--- src/sv/amhs_pkg.sv ---
// ----------------------------------------------------------------------------
// amhs_pkg: shared types and constants of the axis homing sequencer
// Holds the beat layouts, register indexes, fault codes, event bit positions,
// timing constants and the table of allowed state changes.
// ----------------------------------------------------------------------------
package amhs_pkg;

  localparam int unsigned StateW = 3;
  localparam int unsigned NumStates = 8;
  localparam int unsigned EventW = 9;
  localparam int unsigned CfgIdxW = 3;
  localparam int unsigned CfgDataW = 32;

  // Register indexes on the configuration channel
  localparam logic [CfgIdxW-1:0] CFG_AXIS_ENABLED = 3'd0;
  localparam logic [CfgIdxW-1:0] CFG_MARGIN_COUNTS = 3'd1;
  localparam logic [CfgIdxW-1:0] CFG_STOP_TIMEOUT = 3'd2;
  localparam logic [CfgIdxW-1:0] CFG_HUNT_ALLOWED = 3'd3;
  localparam logic [CfgIdxW-1:0] CFG_HOMING_SETTLE = 3'd4;
  localparam logic [CfgIdxW-1:0] CFG_HOME_SLOW_PROF = 3'd5;

  // Fault codes
  localparam logic [1:0] FAULT_NONE = 2'd0;
  localparam logic [1:0] FAULT_FAST_TIMEOUT = 2'd1;
  localparam logic [1:0] FAULT_FINE_TIMEOUT = 2'd2;
  localparam logic [1:0] FAULT_STOP_TIMEOUT = 2'd3;

  // Event bit positions
  localparam int unsigned EV_CHANGE = 0;
  localparam int unsigned EV_IDLE = 1;
  localparam int unsigned EV_DONE = 2;
  localparam int unsigned EV_START = 3;
  localparam int unsigned EV_STOPPED = 4;
  localparam int unsigned EV_ERROR = 5;
  localparam int unsigned EV_HSTART = 6;
  localparam int unsigned EV_HCLEAR = 7;
  localparam int unsigned EV_HDONE = 8;

  // Timing constants in milliseconds
  localparam logic [31:0] HOME_TIMEOUT_MS = 32'd45000;
  localparam logic [31:0] BACKOFF_WAIT_MS = 32'd1000;
  localparam logic [31:0] HUNT_SETTLE_MS = 32'd600;

  // Row per source state, bit per destination state
  localparam logic [NumStates-1:0] ALLOWED [NumStates] = '{
    8'h1E,  // idle: executing, stopping, error, home fast
    8'h0D,  // executing: idle, stopping, error
    8'h09,  // stopping: idle, error
    8'h01,  // error: idle
    8'h28,  // home fast: backoff, error
    8'h48,  // backoff: fine, error
    8'h88,  // fine: settle, error
    8'h09   // settle: idle, error
  };

  typedef struct packed {
    logic               command;
    logic [StateW-1:0]  requested_state;
    logic [31:0]        now_ms;
    logic signed [31:0] position;
    logic signed [31:0] target;
    logic               limit_switch;
  } in_beat_t;

  typedef struct packed {
    logic [StateW-1:0]  state_now;
    logic               accepted;
    logic [EventW-1:0]  event_flags;
    logic               stop_all;
    logic               drive_axis;
    logic               drive_dir;
    logic [3:0]         profile_write;
    logic               zero_encoder;
    logic [1:0]         fault_code;
    logic signed [31:0] trigger_position;
    logic signed [31:0] stop_position;
  } res_beat_t;

endpackage

--- src/sv/amhs_if.sv ---
// ----------------------------------------------------------------------------
// amhs_if: channel interfaces of the axis homing sequencer
// Input item channel, result channel and configuration write channel.
// ----------------------------------------------------------------------------
interface amhs_in_if;
  import amhs_pkg::*;
  logic     valid;
  logic     ready;
  in_beat_t data;
  modport source (output valid, output data, input ready);
  modport sink (input valid, input data, output ready);
endinterface

interface amhs_out_if;
  import amhs_pkg::*;
  logic      valid;
  logic      ready;
  res_beat_t data;
  modport source (output valid, output data, input ready);
  modport sink (input valid, input data, output ready);
endinterface

interface amhs_cfg_if;
  import amhs_pkg::*;
  logic                valid;
  logic                ready;
  logic [CfgIdxW-1:0]  index;
  logic [CfgDataW-1:0] data;
  modport source (output valid, output index, output data, input ready);
  modport sink (input valid, input index, input data, output ready);
endinterface

--- src/sv/axis_motion_homing_sequencer_top.sv ---
// ----------------------------------------------------------------------------
// axis_motion_homing_sequencer_top: single-axis motion and homing sequencer
// Guarded state table, target detection, hunting, stop timeout and a
// four-step homing sequence, one result beat per input beat.
// ----------------------------------------------------------------------------
// The block takes one input beat per clock unless the result side stalls, and
// it returns exactly one result beat for each input beat it takes: the
// beat is held in an input register, the state handler then runs as one short
// combinational step (a 33-bit distance against the margin, a few 32-bit
// compares and the transition table lookup) that updates the axis state and
// loads the result register in the same edge. The next beat is evaluated
// against the updated state, so the sustained rate is one beat per cycle
// while the result side is not stalled. Back-pressure on the result channel
// stalls the result register first and the input register behind it; the
// input channel stays ready while a stage is free. Configuration writes take
// effect at once and are meant to be issued only while no beat is in flight.
// ----------------------------------------------------------------------------
module axis_motion_homing_sequencer_top (
  input  logic              clk_i,
  input  logic              rst_ni,
  amhs_in_if.sink           item_i,
  amhs_out_if.source        result_o,
  amhs_cfg_if.sink          cfg_i
);
  import amhs_pkg::*;

  typedef enum logic [StateW-1:0] {
    ST_IDLE   = 3'd0,
    ST_EXEC   = 3'd1,
    ST_STOP   = 3'd2,
    ST_ERR    = 3'd3,
    ST_FAST   = 3'd4,
    ST_BACK   = 3'd5,
    ST_FINE   = 3'd6,
    ST_SETTLE = 3'd7
  } state_e;

  // Configuration registers
  logic        enabled_q;
  logic [15:0] margin_q;
  logic [31:0] stop_tmo_q;
  logic        hunt_q;
  logic [15:0] settle_q;
  logic [2:0]  home_prof_q;

  // Axis state
  state_e      state_q, state_d;
  logic [31:0] entry_time_q, entry_time_d;
  logic signed [31:0] origin_pos_q, origin_pos_d;
  logic signed [31:0] stop_latch_q, stop_latch_d;
  logic signed [31:0] trig_latch_q, trig_latch_d;

  // Pipeline registers
  logic      in_valid_q;
  in_beat_t  in_beat_q;
  logic      out_valid_q;
  res_beat_t out_beat_q, out_beat_d;

  logic advance;
  logic commit;

  // Result stage frees up when empty or taken; input stage follows it
  assign advance = !out_valid_q || result_o.ready;
  assign commit = in_valid_q && advance;
  assign item_i.ready = !in_valid_q || advance;
  assign cfg_i.ready = 1'b1;

  assign result_o.valid = out_valid_q;
  assign result_o.data = out_beat_q;

  // --------------------------------------------------------------------------
  // Configuration writes
  // --------------------------------------------------------------------------
  always_ff @(posedge clk_i or negedge rst_ni) begin
    if (!rst_ni) begin
      enabled_q <= 1'b1;
      margin_q <= 16'd1;
      stop_tmo_q <= 32'd5000;
      hunt_q <= 1'b1;
      settle_q <= 16'd500;
      home_prof_q <= 3'd0;
    end else if (cfg_i.valid) begin
      case (cfg_i.index)
        CFG_AXIS_ENABLED:   enabled_q <= cfg_i.data[0];
        CFG_MARGIN_COUNTS:  margin_q <= cfg_i.data[15:0];
        CFG_STOP_TIMEOUT:   stop_tmo_q <= cfg_i.data[31:0];
        CFG_HUNT_ALLOWED:   hunt_q <= cfg_i.data[0];
        CFG_HOMING_SETTLE:  settle_q <= cfg_i.data[15:0];
        CFG_HOME_SLOW_PROF: home_prof_q <= cfg_i.data[2:0];
        default: ;
      endcase
    end
  end

  // --------------------------------------------------------------------------
  // State handler
  // --------------------------------------------------------------------------
  always_comb begin
    logic [15:0]        margin_eff;
    logic signed [32:0] diff;
    logic [32:0]        abs_diff;
    logic               on_target;
    logic               overshoot;
    logic [31:0]        elapsed;
    logic [NumStates-1:0] row;
    logic               go;
    state_e             to;
    logic               stop_all;
    logic               drive;
    logic               dir;
    logic [3:0]         prof;
    logic [3:0]         home_prof_wr;
    logic               zero;
    logic [1:0]         fault;
    logic               hdone;
    logic               trig_set;
    logic [EventW-1:0]  ev;

    margin_eff = (margin_q == 16'd0) ? 16'd1 : margin_q;
    diff = {in_beat_q.position[31], in_beat_q.position}
         - {in_beat_q.target[31], in_beat_q.target};
    abs_diff = diff[32] ? 33'(-diff) : 33'(diff);
    on_target = abs_diff <= {17'd0, margin_eff};
    overshoot = (origin_pos_q < in_beat_q.target && in_beat_q.position >= in_beat_q.target)
             || (origin_pos_q > in_beat_q.target && in_beat_q.position <= in_beat_q.target);
    elapsed = in_beat_q.now_ms - entry_time_q;
    row = ALLOWED[state_q];
    home_prof_wr = {1'b0, home_prof_q} + 4'd1;

    go = 1'b0;
    to = state_q;
    stop_all = 1'b0;
    drive = 1'b0;
    dir = 1'b0;
    prof = 4'd0;
    zero = 1'b0;
    fault = FAULT_NONE;
    hdone = 1'b0;
    trig_set = 1'b0;

    if (in_beat_q.command) begin
      // Request: same state and error are always admitted
      if (in_beat_q.requested_state == state_q || in_beat_q.requested_state == ST_ERR
          || row[in_beat_q.requested_state]) begin
        go = 1'b1;
        to = state_e'(in_beat_q.requested_state);
      end
    end else if (enabled_q) begin
      case (state_q)
        ST_EXEC: begin
          if (on_target || overshoot) begin
            stop_all = 1'b1;
            go = 1'b1;
            to = ST_STOP;
          end
        end
        ST_STOP: begin
          if (on_target) begin
            go = 1'b1;
            to = ST_IDLE;
          end else if (hunt_q && elapsed > HUNT_SETTLE_MS) begin
            // Hunt back toward the target on profile 0
            prof = 4'd1;
            drive = 1'b1;
            dir = in_beat_q.target > in_beat_q.position;
            go = 1'b1;
            to = ST_EXEC;
          end else if (elapsed > stop_tmo_q) begin
            fault = FAULT_STOP_TIMEOUT;
            go = 1'b1;
            to = ST_IDLE;
          end
        end
        ST_FAST: begin
          if (elapsed > HOME_TIMEOUT_MS) begin
            fault = FAULT_FAST_TIMEOUT;
            go = 1'b1;
            to = ST_ERR;
          end else if (in_beat_q.limit_switch) begin
            stop_all = 1'b1;
            prof = home_prof_wr;
            drive = 1'b1;
            dir = 1'b1;
            go = 1'b1;
            to = ST_BACK;
          end
        end
        ST_BACK: begin
          if (!in_beat_q.limit_switch && elapsed > BACKOFF_WAIT_MS) begin
            stop_all = 1'b1;
            prof = home_prof_wr;
            drive = 1'b1;
            go = 1'b1;
            to = ST_FINE;
          end
        end
        ST_FINE: begin
          if (elapsed > HOME_TIMEOUT_MS) begin
            fault = FAULT_FINE_TIMEOUT;
            go = 1'b1;
            to = ST_ERR;
          end else if (in_beat_q.limit_switch) begin
            trig_set = 1'b1;
            go = 1'b1;
            to = ST_SETTLE;
          end
        end
        ST_SETTLE: begin
          if (elapsed > {16'd0, settle_q}) begin
            zero = 1'b1;
            hdone = 1'b1;
            go = 1'b1;
            to = ST_IDLE;
          end
        end
        default: ;
      endcase
    end

    // Entry actions of the new state
    if (go && to == ST_ERR) begin
      stop_all = 1'b1;
    end

    ev = '0;
    ev[EV_CHANGE] = go;
    ev[EV_IDLE] = go && to == ST_IDLE;
    ev[EV_DONE] = go && to == ST_IDLE && (state_q inside {ST_EXEC, ST_STOP});
    ev[EV_START] = go && to == ST_EXEC;
    ev[EV_STOPPED] = go && to == ST_STOP;
    ev[EV_ERROR] = go && to == ST_ERR;
    ev[EV_HSTART] = go && to == ST_FAST;
    ev[EV_HCLEAR] = go && to == ST_SETTLE;
    ev[EV_HDONE] = hdone;

    state_d = state_q;
    entry_time_d = entry_time_q;
    origin_pos_d = origin_pos_q;
    stop_latch_d = stop_latch_q;
    trig_latch_d = trig_latch_q;
    if (go) begin
      state_d = to;
      entry_time_d = in_beat_q.now_ms;
      if (to == ST_EXEC) begin
        origin_pos_d = in_beat_q.position;
      end
      if (to == ST_STOP) begin
        stop_latch_d = in_beat_q.position;
      end
    end
    if (trig_set) begin
      trig_latch_d = in_beat_q.position;
    end

    out_beat_d.state_now = state_d;
    out_beat_d.accepted = go;
    out_beat_d.event_flags = ev;
    out_beat_d.stop_all = stop_all;
    out_beat_d.drive_axis = drive;
    out_beat_d.drive_dir = dir;
    out_beat_d.profile_write = prof;
    out_beat_d.zero_encoder = zero;
    out_beat_d.fault_code = fault;
    out_beat_d.trigger_position = trig_latch_d;
    out_beat_d.stop_position = stop_latch_d;
  end

  // --------------------------------------------------------------------------
  // Control registers: pipeline valids and axis state
  // --------------------------------------------------------------------------
  always_ff @(posedge clk_i or negedge rst_ni) begin
    if (!rst_ni) begin
      in_valid_q <= 1'b0;
      out_valid_q <= 1'b0;
      state_q <= ST_IDLE;
      entry_time_q <= '0;
      origin_pos_q <= '0;
      stop_latch_q <= '0;
      trig_latch_q <= '0;
    end else begin
      if (item_i.ready) begin
        in_valid_q <= item_i.valid;
      end
      if (advance) begin
        out_valid_q <= in_valid_q;
      end
      // Advance the axis state only when the beat moves into the result stage
      if (commit) begin
        state_q <= state_d;
        entry_time_q <= entry_time_d;
        origin_pos_q <= origin_pos_d;
        stop_latch_q <= stop_latch_d;
        trig_latch_q <= trig_latch_d;
      end
    end
  end

  // Payload registers: hold while stalled
  always_ff @(posedge clk_i) begin
    if (item_i.valid && item_i.ready) begin
      in_beat_q <= item_i.data;
    end
    if (commit) begin
      out_beat_q <= out_beat_d;
    end
  end

  // --------------------------------------------------------------------------
  // Assertions
  // --------------------------------------------------------------------------
  a_state_hold : assert property (@(posedge clk_i) disable iff (!rst_ni)
    !commit |=> $stable(state_q))
    else $error("axis state moved without a committed beat");

  a_event_matches_accept : assert property (@(posedge clk_i) disable iff (!rst_ni)
    out_valid_q |-> out_beat_q.event_flags[EV_CHANGE] == out_beat_q.accepted)
    else $error("change event and accepted disagree");

  a_fault_needs_change : assert property (@(posedge clk_i) disable iff (!rst_ni)
    out_valid_q && out_beat_q.fault_code != FAULT_NONE |-> out_beat_q.accepted)
    else $error("fault reported without a state change");

  a_zero_ends_idle : assert property (@(posedge clk_i) disable iff (!rst_ni)
    out_valid_q && out_beat_q.zero_encoder
      |-> out_beat_q.state_now == ST_IDLE && out_beat_q.event_flags[EV_HDONE])
    else $error("encoder zeroed outside homing completion");

  a_commit_fills_result : assert property (@(posedge clk_i) disable iff (!rst_ni)
    commit |=> out_valid_q && state_q == out_beat_q.state_now)
    else $error("committed beat lost or state mismatch in result");

endmodule

--- src/flat_wrapper.sv ---
// flat-port wrapper written by rule: the top's interface ports become plain ports
module axis_motion_homing_sequencer_top_flat import amhs_pkg::*;
  (clk_i, rst_ni, item_i_valid, item_i_data, item_i_ready, result_o_valid, result_o_data, result_o_ready, cfg_i_valid, cfg_i_index, cfg_i_data, cfg_i_ready);
  amhs_in_if item_i_i ();
  amhs_out_if result_o_i ();
  amhs_cfg_if cfg_i_i ();
  input  logic clk_i;
  input  logic rst_ni;
  input wire logic [$bits(item_i_i.valid)-1:0] item_i_valid;
  input wire logic [$bits(item_i_i.data)-1:0] item_i_data;
  output wire logic [$bits(item_i_i.ready)-1:0] item_i_ready;
  output wire logic [$bits(result_o_i.valid)-1:0] result_o_valid;
  output wire logic [$bits(result_o_i.data)-1:0] result_o_data;
  input wire logic [$bits(result_o_i.ready)-1:0] result_o_ready;
  input wire logic [$bits(cfg_i_i.valid)-1:0] cfg_i_valid;
  input wire logic [$bits(cfg_i_i.index)-1:0] cfg_i_index;
  input wire logic [$bits(cfg_i_i.data)-1:0] cfg_i_data;
  output wire logic [$bits(cfg_i_i.ready)-1:0] cfg_i_ready;
  assign item_i_i.valid = item_i_valid;
  assign item_i_i.data = item_i_data;
  assign item_i_ready = item_i_i.ready;
  assign result_o_valid = result_o_i.valid;
  assign result_o_data = result_o_i.data;
  assign result_o_i.ready = result_o_ready;
  assign cfg_i_i.valid = cfg_i_valid;
  assign cfg_i_i.index = cfg_i_index;
  assign cfg_i_i.data = cfg_i_data;
  assign cfg_i_ready = cfg_i_i.ready;
  axis_motion_homing_sequencer_top u_core (.clk_i(clk_i), .rst_ni(rst_ni), .item_i(item_i_i), .result_o(result_o_i), .cfg_i(cfg_i_i));
endmodule
--- config.mk ---
export PLATFORM = sky130hd
export DESIGN_NAME = axis_motion_homing_sequencer_top_flat
export DESIGN_NICKNAME = d
export VERILOG_FILES = /design/src/sv/amhs_pkg.sv /design/src/sv/amhs_if.sv /design/src/sv/axis_motion_homing_sequencer_top.sv /design/src/flat_wrapper.sv
export SDC_FILE = /design/constraint.sdc
export NUM_CORES = 1
export LEC_CHECK = 0
export BUFFER_PORTS_ARGS = -buffer_cell sky130_fd_sc_hd__buf_4
export CAP_MARGIN = 20
export CELL_PAD_IN_SITES_DETAIL_PLACEMENT = 1
export CELL_PAD_IN_SITES_GLOBAL_PLACEMENT = 2
export CORE_ASPECT_RATIO = 2
export CORE_UTILIZATION = 42
export DETAILED_ROUTE_END_ITERATION = 7
export GPL_ROUTABILITY_DRIVEN = 0
export PLACE_DENSITY = 0.95
export SLEW_MARGIN = 40
export SYNTH_ARGS = -nofsm -noshare
export SYNTH_HDL_FRONTEND = slang
export SYNTH_SLANG_ARGS = --single-unit
--- constraint.sdc ---
create_clock -name clk_i -period 10.3 [get_ports clk_i]
set_input_delay 0.515 -clock clk_i [delete_from_list [all_inputs] [get_ports clk_i]]
set_output_delay 0.515 -clock clk_i [all_outputs]
set_load 0.02 [all_outputs]
# After elaboration in Yosys (flattened, before gate mapping)
# Memory sizes are Yosys's and may differ from the RTL's.
# Cells that the tools add are included.
classes:
  addsub: 4
  magnitude_cmp: 13
  n_eq_ne: 18
  muxes: 64
  n_bitwise: 2
  n_reduce_logical: 36
op_table:
  columns: ["operator", "n"]
  rows:
  - ["$gt 32x32->1", 3]
  - ["$mux 32", 3]
  - ["$gt 32x10->1 const B", 2]
  - ["$mux 3", 14]
  - ["$le 33x16->1", 1]
  - ["$mux 33", 1]
  - ["$neg 33->33", 1]
  - ["$sub 32x32->33", 1]
  - ["$ge 32x32->1", 1]
  - ["$gt 32x16->1", 1]
  - ["$gt 32x16->1 const B", 1]
  - ["$le 32x32->1", 1]
  - ["$lt 32x32->1", 1]
  - ["$sub 32x32->32", 1]
  - ["$mux 1", 27]
  - ["$eq 3x3->1 const B", 8]
  - ["$eq 3x2->1 const B", 6]
  - ["$pmux 3 s6", 1]
  - ["$logic_not 16->1", 1]
  - ["$mux 16", 1]
  - ["$mux 4", 4]
  - ["$mux 8", 2]
  - ["$reduce_and 2->1", 7]
  - ["$logic_and 1x1->1", 13]
  - ["other kinds (20)", 35]
word_totals:
  ff_bits: 390
  mem_bits_ro: 64
  output_inout_bits: 90
  elab_cells: 168
  n_memories: 1
memory_table:
  columns: ["memory", "words", "word_bits", "read_ports", "rd_ports_with_merged_regs", "wr", "line_no", "source"]
  rows:
  - ["(name not given)", 8, 8, 1, 0, 0, "axis_motion_homing_sequencer_top.sv:127", "row = ALLOWED[state_q];"]

# Longest topological paths before layout
logic_depth:
  depth_word: 12
  depth_mapped: 30

# Worst setup path after synthesis
# Ideal clock, no wire load.
synth_path:
  path_type: "register -> register"
  start: "register u_core.in_beat_q[58] (netlist bit)"
  end: "register u_core.stop_latch_q[10]"
  setup_time_ns: 0.125
  arrival_ns: 6.170
  required_ns: 10.175
  setup_slack_ns: 4.005
  stages_incl_launch_ff: 28
  path_buffers: 5
  synth_period_minus_slack_ns: 6.295
  path_cell_list: "edfxtp_1 ha_1 clkbuf_1 and3_1 or3b_2 o2111a_1 a21o_1 clkbuf_1 clkbuf_1 nand2_1 o21ai_0 ha_1 nor2b_1 o21a_1 o21a_1 o21a_1 o21ai_0 a21oi_1 a211oi_1 a21oi_1 or4_1 nor4_4 nand4b_1 a211oi_2 and4_1 buf_6 buf_8 mux2_4"
synth_via:
  elab_chain_cells: 12
  word_cells_on_any_way: 23
synth_rtl:
  columns: ["item", "line_no", "source"]
  rows:
  - ["from (decl)", "axis_motion_homing_sequencer_top.sv:55", "in_beat_t in_beat_q;"]
  - ["from (signal assigned)", "axis_motion_homing_sequencer_top.sv:301", "in_beat_q <= item_i.data;"]
  - ["$sub 32x32->33", "axis_motion_homing_sequencer_top.sv:121", "- {in_beat_q.target[31], in_beat_q.target};"]
  - ["$neg 33->33", "axis_motion_homing_sequencer_top.sv:122", "abs_diff = diff[32] ? 33'(-diff) : 33'(diff);"]
  - ["$mux 33", "axis_motion_homing_sequencer_top.sv:122", null]
  - ["$le 33x16->1", "axis_motion_homing_sequencer_top.sv:123", "on_target = abs_diff <= {17'd0, margin_eff};"]
  - ["$logic_or 1x1->1", "axis_motion_homing_sequencer_top.sv:151", "if (on_target || overshoot) begin"]
  - ["$mux 3", "axis_motion_homing_sequencer_top.sv:151", null]
  - ["$pmux 3 s6", "axis_motion_homing_sequencer_top.sv:149", "case (state_q)"]
  - ["$mux 3", "axis_motion_homing_sequencer_top.sv:148", "end else if (enabled_q) begin"]
  - ["$mux 3", "axis_motion_homing_sequencer_top.sv:141", "if (in_beat_q.command) begin"]
  - ["$eq 3x2->1", "axis_motion_homing_sequencer_top.sv:247", "if (to == ST_STOP) begin"]
  - ["$mux 32", "axis_motion_homing_sequencer_top.sv:247", null]
  - ["$mux 32 (*)", "axis_motion_homing_sequencer_top.sv:241", "if (go) begin"]
  - ["to (signal assigned)", "axis_motion_homing_sequencer_top.sv:292", "stop_latch_q <= stop_latch_d;"]
  - ["to (decl)", "axis_motion_homing_sequencer_top.sv:50", "logic signed [31:0] stop_latch_q, stop_latch_d;"]
# Every way passes the cells marked *; elsewhere a longest branch is shown, timed or not.
# A chain may end at the register's enable or synchronous reset.

==> impl.org <==
** Yosys
- Cell count after synthesis :: between 2000 and 2500
- Most frequently used cell type in the post-synthesis netlist :: sky130_fd_sc_hd__nor2_1
- The most used flip-flop cell after synthesis is sky130_fd_sc_hd__dfrtp_1.
- The Yosys step of the flow raised 0 warnings.
- Commonest cells in the netlist :: sky130_fd_sc_hd__nor2_1 (202), sky130_fd_sc_hd__nand2_1 (190), sky130_fd_sc_hd__dfrtp_1 (188)
- Synthesis instantiated 97 different standard cells from the library.
- Counting every net in the synthesized netlist gives about 2500.
- Synth Area per Inst :: between 10 and 15 um2
- Share of synthesized area occupied by flip-flops and latches :: 46.3%
- In this run the biggest area consumer among cell types represents around a quarter of the synthesized area.
- Counting flops and latches in the post-synthesis netlist gives approximately 390.
- Post-synthesis async set-or-reset flop share :: between 50% and 60%
- By area the synthesized netlist is led by sky130_fd_sc_hd__edfxtp_1 (24%), sky130_fd_sc_hd__dfrtp_1 (20%), sky130_fd_sc_hd__ha_1 (8.8%), sky130_fd_sc_hd__mux2_1 (3.9%), sky130_fd_sc_hd__o21ai_0 (3.3%).
- Area of the mapped netlist :: about 23000 um2
- Yosys mapped a number of flops with a built-in enable equal to between 150 and 200.
- Cell accounting for the most synthesized area :: sky130_fd_sc_hd__edfxtp_1

** Drt
- Ratio of routed vias to standard cells :: approximately 6
- Number of design-rule violations left by the first detailed-router iteration :: between 1000 and 1500
- 1st-pass router iterations :: 5
- The detail route stage leaves a number of antenna-violating nets equal to 0.
- Post-detailed-routing wire length :: ~77000 um
- Wire length per cell :: 24.4 um
- The routed layout has 18682 vias.
- Number of design rule violations left after detail routing :: 0

** Place
- Worst slack at placement :: roughly 2600 ps
- DP Wirelength :: 59800 um
- After detailed placement, the design holds a cell count of between 3000 and 4000.
- Count of input and output buffers :: roughly 230
- In this run the cell area measured after placement is 25400 um2.

** Power and ir drop
- Internal power comes to 3.28 mW.
- Share of power burned in the clock network :: between 20% and 30%
- In this run, flip-flops and latches consume a little under two fifths of the power.
- Leakage power total :: between 10 and 15 nW
- In this run the power spent charging and discharging nets is between 1.5 and 2 mW.
- Power Density :: between 150 and 200 nW/um2
- Logic pwr share :: 35.4%
- Net switching is around 37% of the power.
- Across the VDD grid, the largest voltage drop is approximately 0.16 mV.

** Worst setup path
- Arrival time worst endpoint :: a little over 8000 ps
- Along the worst path, the maximum fanout reaches 33.
- STA classifies the critical path startpoint as a flip-flop.
- Startpoint-to-endpoint class of the critical path :: flip-flop to flip-flop
- Worst endpoint required time :: 10600 ps
- The worst setup path is captured at a flip-flop.

** Clocking
- The number of setup buffers added after CTS is 0.
- Buffer depth of the longest clock path :: 3
- CTS built an H-tree with a depth of 2.
- The tree is rooted in a sky130_fd_sc_hd__clkbuf_16.
- In this run, post-CTS repair resized a total of 0 instances.
- After clock tree synthesis, the clock-pin slew on the worst setup and hold paths is 70 ps.
- Clock sink total :: 388
- Skew-Pair Late Insertion Delay :: 590 ps
- CTS tree :: done
- Clock tree synthesis inserted a total of 38 buffers.

** GRT
- Maximum number of pins on one net before global-route repair :: 88
- The initial antenna violation count came to 1.
- After global routing the overflow that remains totals 0.
- Global routing used approximately 28% of the available tracks across all layers.
- The first global-routing pass estimated roughly 120000 um of wire.
- Vias in the first global route :: around 21000

** STA
- At the pin with the least slew margin, the transition time is ~970 ps.
- Number of hold violations in the final report :: 0
- Clock skew after layout :: 42.1 ps
- Setup repair after global routing left no endpoint under its margin.
- Max Freq :: about 130 MHz
- Setup violations remaining at the end of the flow were counted as 0.
- Fin crit share :: roughly 75%
- Once routing completed, OpenROAD measured the worst setup slack at between 2000 and 3000 ps.
- Setup total negative slack on the finished layout was measured at 0 ps.
- Number of pins with negative max-slew slack in the final report :: 0
- Remaining max-slew budget at the tightest pin :: 34.9%
- Final Hold Slack :: ~97 ps
- Final min period :: about 8000 ps

** Floorplanning
- Io pins :: around 230
- Std cell rows :: about 120
- Die area :: approximately 56000 um2
- Die Span Y :: between 300 and 400 um
- Standard cell core area :: roughly 54000 um2
- From left edge to right edge, the die measures 168 um.
- Starting density of the core :: between 40% and 50%

** Layout
- The area growth from synthesis to layout is 15.7%.
- The finished cells cover around 27000 um2.
- Net total in the final layout :: between 2000 and 3000
- Of the cells placed in the final design, the portion with a size suffix greater than 1 is 18.3%.
- The count of cells in the finished layout, fillers not included, comes to roughly 3100.

** Job
- Max-cap violations :: 0

** Hold path
- The path class of the tightest hold or removal check is primary input to flip-flop.

** Status
- The flow ran to the end, and the final reports show no timing, DRC or antenna violations.
## sequential cells by signal (all words and copies together), names as in the netlist
register and flops:
u_core.settle_q 16, u_core.trig_latch_q 32, u_core.entry_time_q 32, u_core.in_beat_q 101
u_core.origin_pos_q 32, u_core.state_q 3, u_core.result_o.valid 1, u_core.stop_tmo_q 32
u_core.in_valid_q 1, u_core.enabled_q 1, u_core.margin_q 16, u_core.hunt_q 1
u_core.result_o.data 85, u_core.home_prof_q 3, u_core.stop_latch_q 32
## what timing repair did
action                                  4_1_cts  5_1_grt
endpoints found under the setup margin        0        0
endpoints found under the hold margin         0       17
hold buffers                                  0        1
## through the flow
step / util [%] / power, mW
after floorplan: - / 3.17
after global placement: 46.8 / 3.71
after detailed placement: 46.9 / 3.81
after CTS: 49.1 / 5.20
after global routing: 49.1 / 5.45
final: 49.1 / 5.17
## cells by family after synthesis
logic type / after synthesis / share of synthesized area [%]
other: 1 / 0.0163
adders and majority gates: 164 / 8.98
xor gates and xnor gates: 56 / 2.13
and+or+nand+nor: 675 / 14.4
DFF: 388 / 46.3
muxes: 176 / 9.10
AOI/OAI and AO/OA: 523 / 14.7
buffers and inverters: 247 / 4.36
## routing by layer
metal / GRT usage, % / vias to the layer above / wire [um]
met5: 0 / - / 0
met4: 19.4 / 0 / 5840
met3: 3.62 / 259 / 2740
met2: 54.7 / 568 / 42900
met1: 25.2 / 9327 / 25300
li1: - / 8528 / -
## cells in the final DEF (no fill, tap or decap), types with 21 or more instances in the layout
master | Yosys | routed
sky130_fd_sc_hd__buf_4 | 5 | 244
sky130_fd_sc_hd__nor2_1 | 202 | 202
sky130_fd_sc_hd__nand2_1 | 190 | 190
sky130_fd_sc_hd__dfrtp_1 | 188 | 188
sky130_fd_sc_hd__edfxtp_1 | 186 | 186
sky130_fd_sc_hd__ha_1 | 162 | 162
sky130_fd_sc_hd__inv_1 | 158 | 158
sky130_fd_sc_hd__o21ai_0 | 152 | 152
sky130_fd_sc_hd__a21oi_1 | 122 | 122
sky130_fd_sc_hd__mux2_1 | 79 | 79
sky130_fd_sc_hd__mux2_2 | 57 | 57
sky130_fd_sc_hd__nand4_1 | 45 | 45
sky130_fd_sc_hd__a21o_1 | 38 | 38
sky130_fd_sc_hd__nor3_1 | 40 | 38
sky130_fd_sc_hd__clkbuf_16 | 0 | 38
sky130_fd_sc_hd__nand3_1 | 33 | 33
sky130_fd_sc_hd__xnor2_1 | 30 | 30
sky130_fd_sc_hd__mux2_4 | 30 | 30
sky130_fd_sc_hd__a211oi_1 | 26 | 26
sky130_fd_sc_hd__o21a_1 | 26 | 26
sky130_fd_sc_hd__xor2_1 | 26 | 26
sky130_fd_sc_hd__nand2b_1 | 21 | 21
## critical path: stages, from the launching register on
cell,delay [ps]
sky130_fd_sc_hd__edfxtp_1,500
sky130_fd_sc_hd__ha_1,510
sky130_fd_sc_hd__and3_1,250
sky130_fd_sc_hd__or3b_2,470
sky130_fd_sc_hd__nor2_1,330
sky130_fd_sc_hd__o21ai_0,220
sky130_fd_sc_hd__a21o_1,450
sky130_fd_sc_hd__nand2_1,150
sky130_fd_sc_hd__o21ai_0,100
sky130_fd_sc_hd__ha_1,340
sky130_fd_sc_hd__nor2b_1,130
sky130_fd_sc_hd__o21a_1,170
sky130_fd_sc_hd__o21a_1,170
sky130_fd_sc_hd__o21a_1,160
sky130_fd_sc_hd__o21ai_0,220
sky130_fd_sc_hd__a21oi_1,110
sky130_fd_sc_hd__a211oi_1,210
sky130_fd_sc_hd__a21oi_1,70
sky130_fd_sc_hd__or4_1,580
sky130_fd_sc_hd__nor4_4,370
sky130_fd_sc_hd__nand4b_1,200
sky130_fd_sc_hd__a211oi_2,550
sky130_fd_sc_hd__nand3_4,590
sky130_fd_sc_hd__mux2_1,560
## power by group through the flow
stage	logic (mW)	registers [mW]	clock network, mW
2_1_floorplan	1.17	2.00	0
3_3_place_gp	1.73	1.98	0
3_5_place_dp	1.81	1.99	0
4_1_cts	1.83	1.96	1.41
5_1_grt	2.01	1.98	1.46
6_report	1.83	1.96	1.38
## area by class of cell
cell class	instances	area, um2
Clock buffer	47	985
Inverter	162	611
Timing Repair Buffer	249	1900
Sequential cell	388	10700
Antenna cell	1	2.50
Tap cell	676	846
Clock inverter	23	219
Multi-Input combinational cell	1595	11400
Fill cell	5910	27600
## path summary, 6_finish.rpt
check | from | end | slack [ps] | cells after the start
min in group asynchronous | rst_ni | u_core.stop_latch_q[31]$_DFFE_PN0P_ | 500 | 2
min reg2reg | u_core.entry_time_q[5]$_DFFE_PN0P_ | u_core.entry_time_q[5]$_DFFE_PN0P_ | 490 | 1
max in group asynchronous | rst_ni | u_core.stop_tmo_q[31]$_DFFE_PN0P_ | 8120 | 4
max | u_core.in_beat_q[58]$_DFFE_PP_ | u_core.result_o.data[20]$_DFFE_PP_ | 2530 | 23
max reg2reg | u_core.in_beat_q[58]$_DFFE_PP_ | u_core.result_o.data[20]$_DFFE_PP_ | 2530 | 23
min | item_i_data[61] | u_core.in_beat_q[61]$_DFFE_PP_ | 100 | 1
No activity file was read; power rests on OpenSTA's default activity.
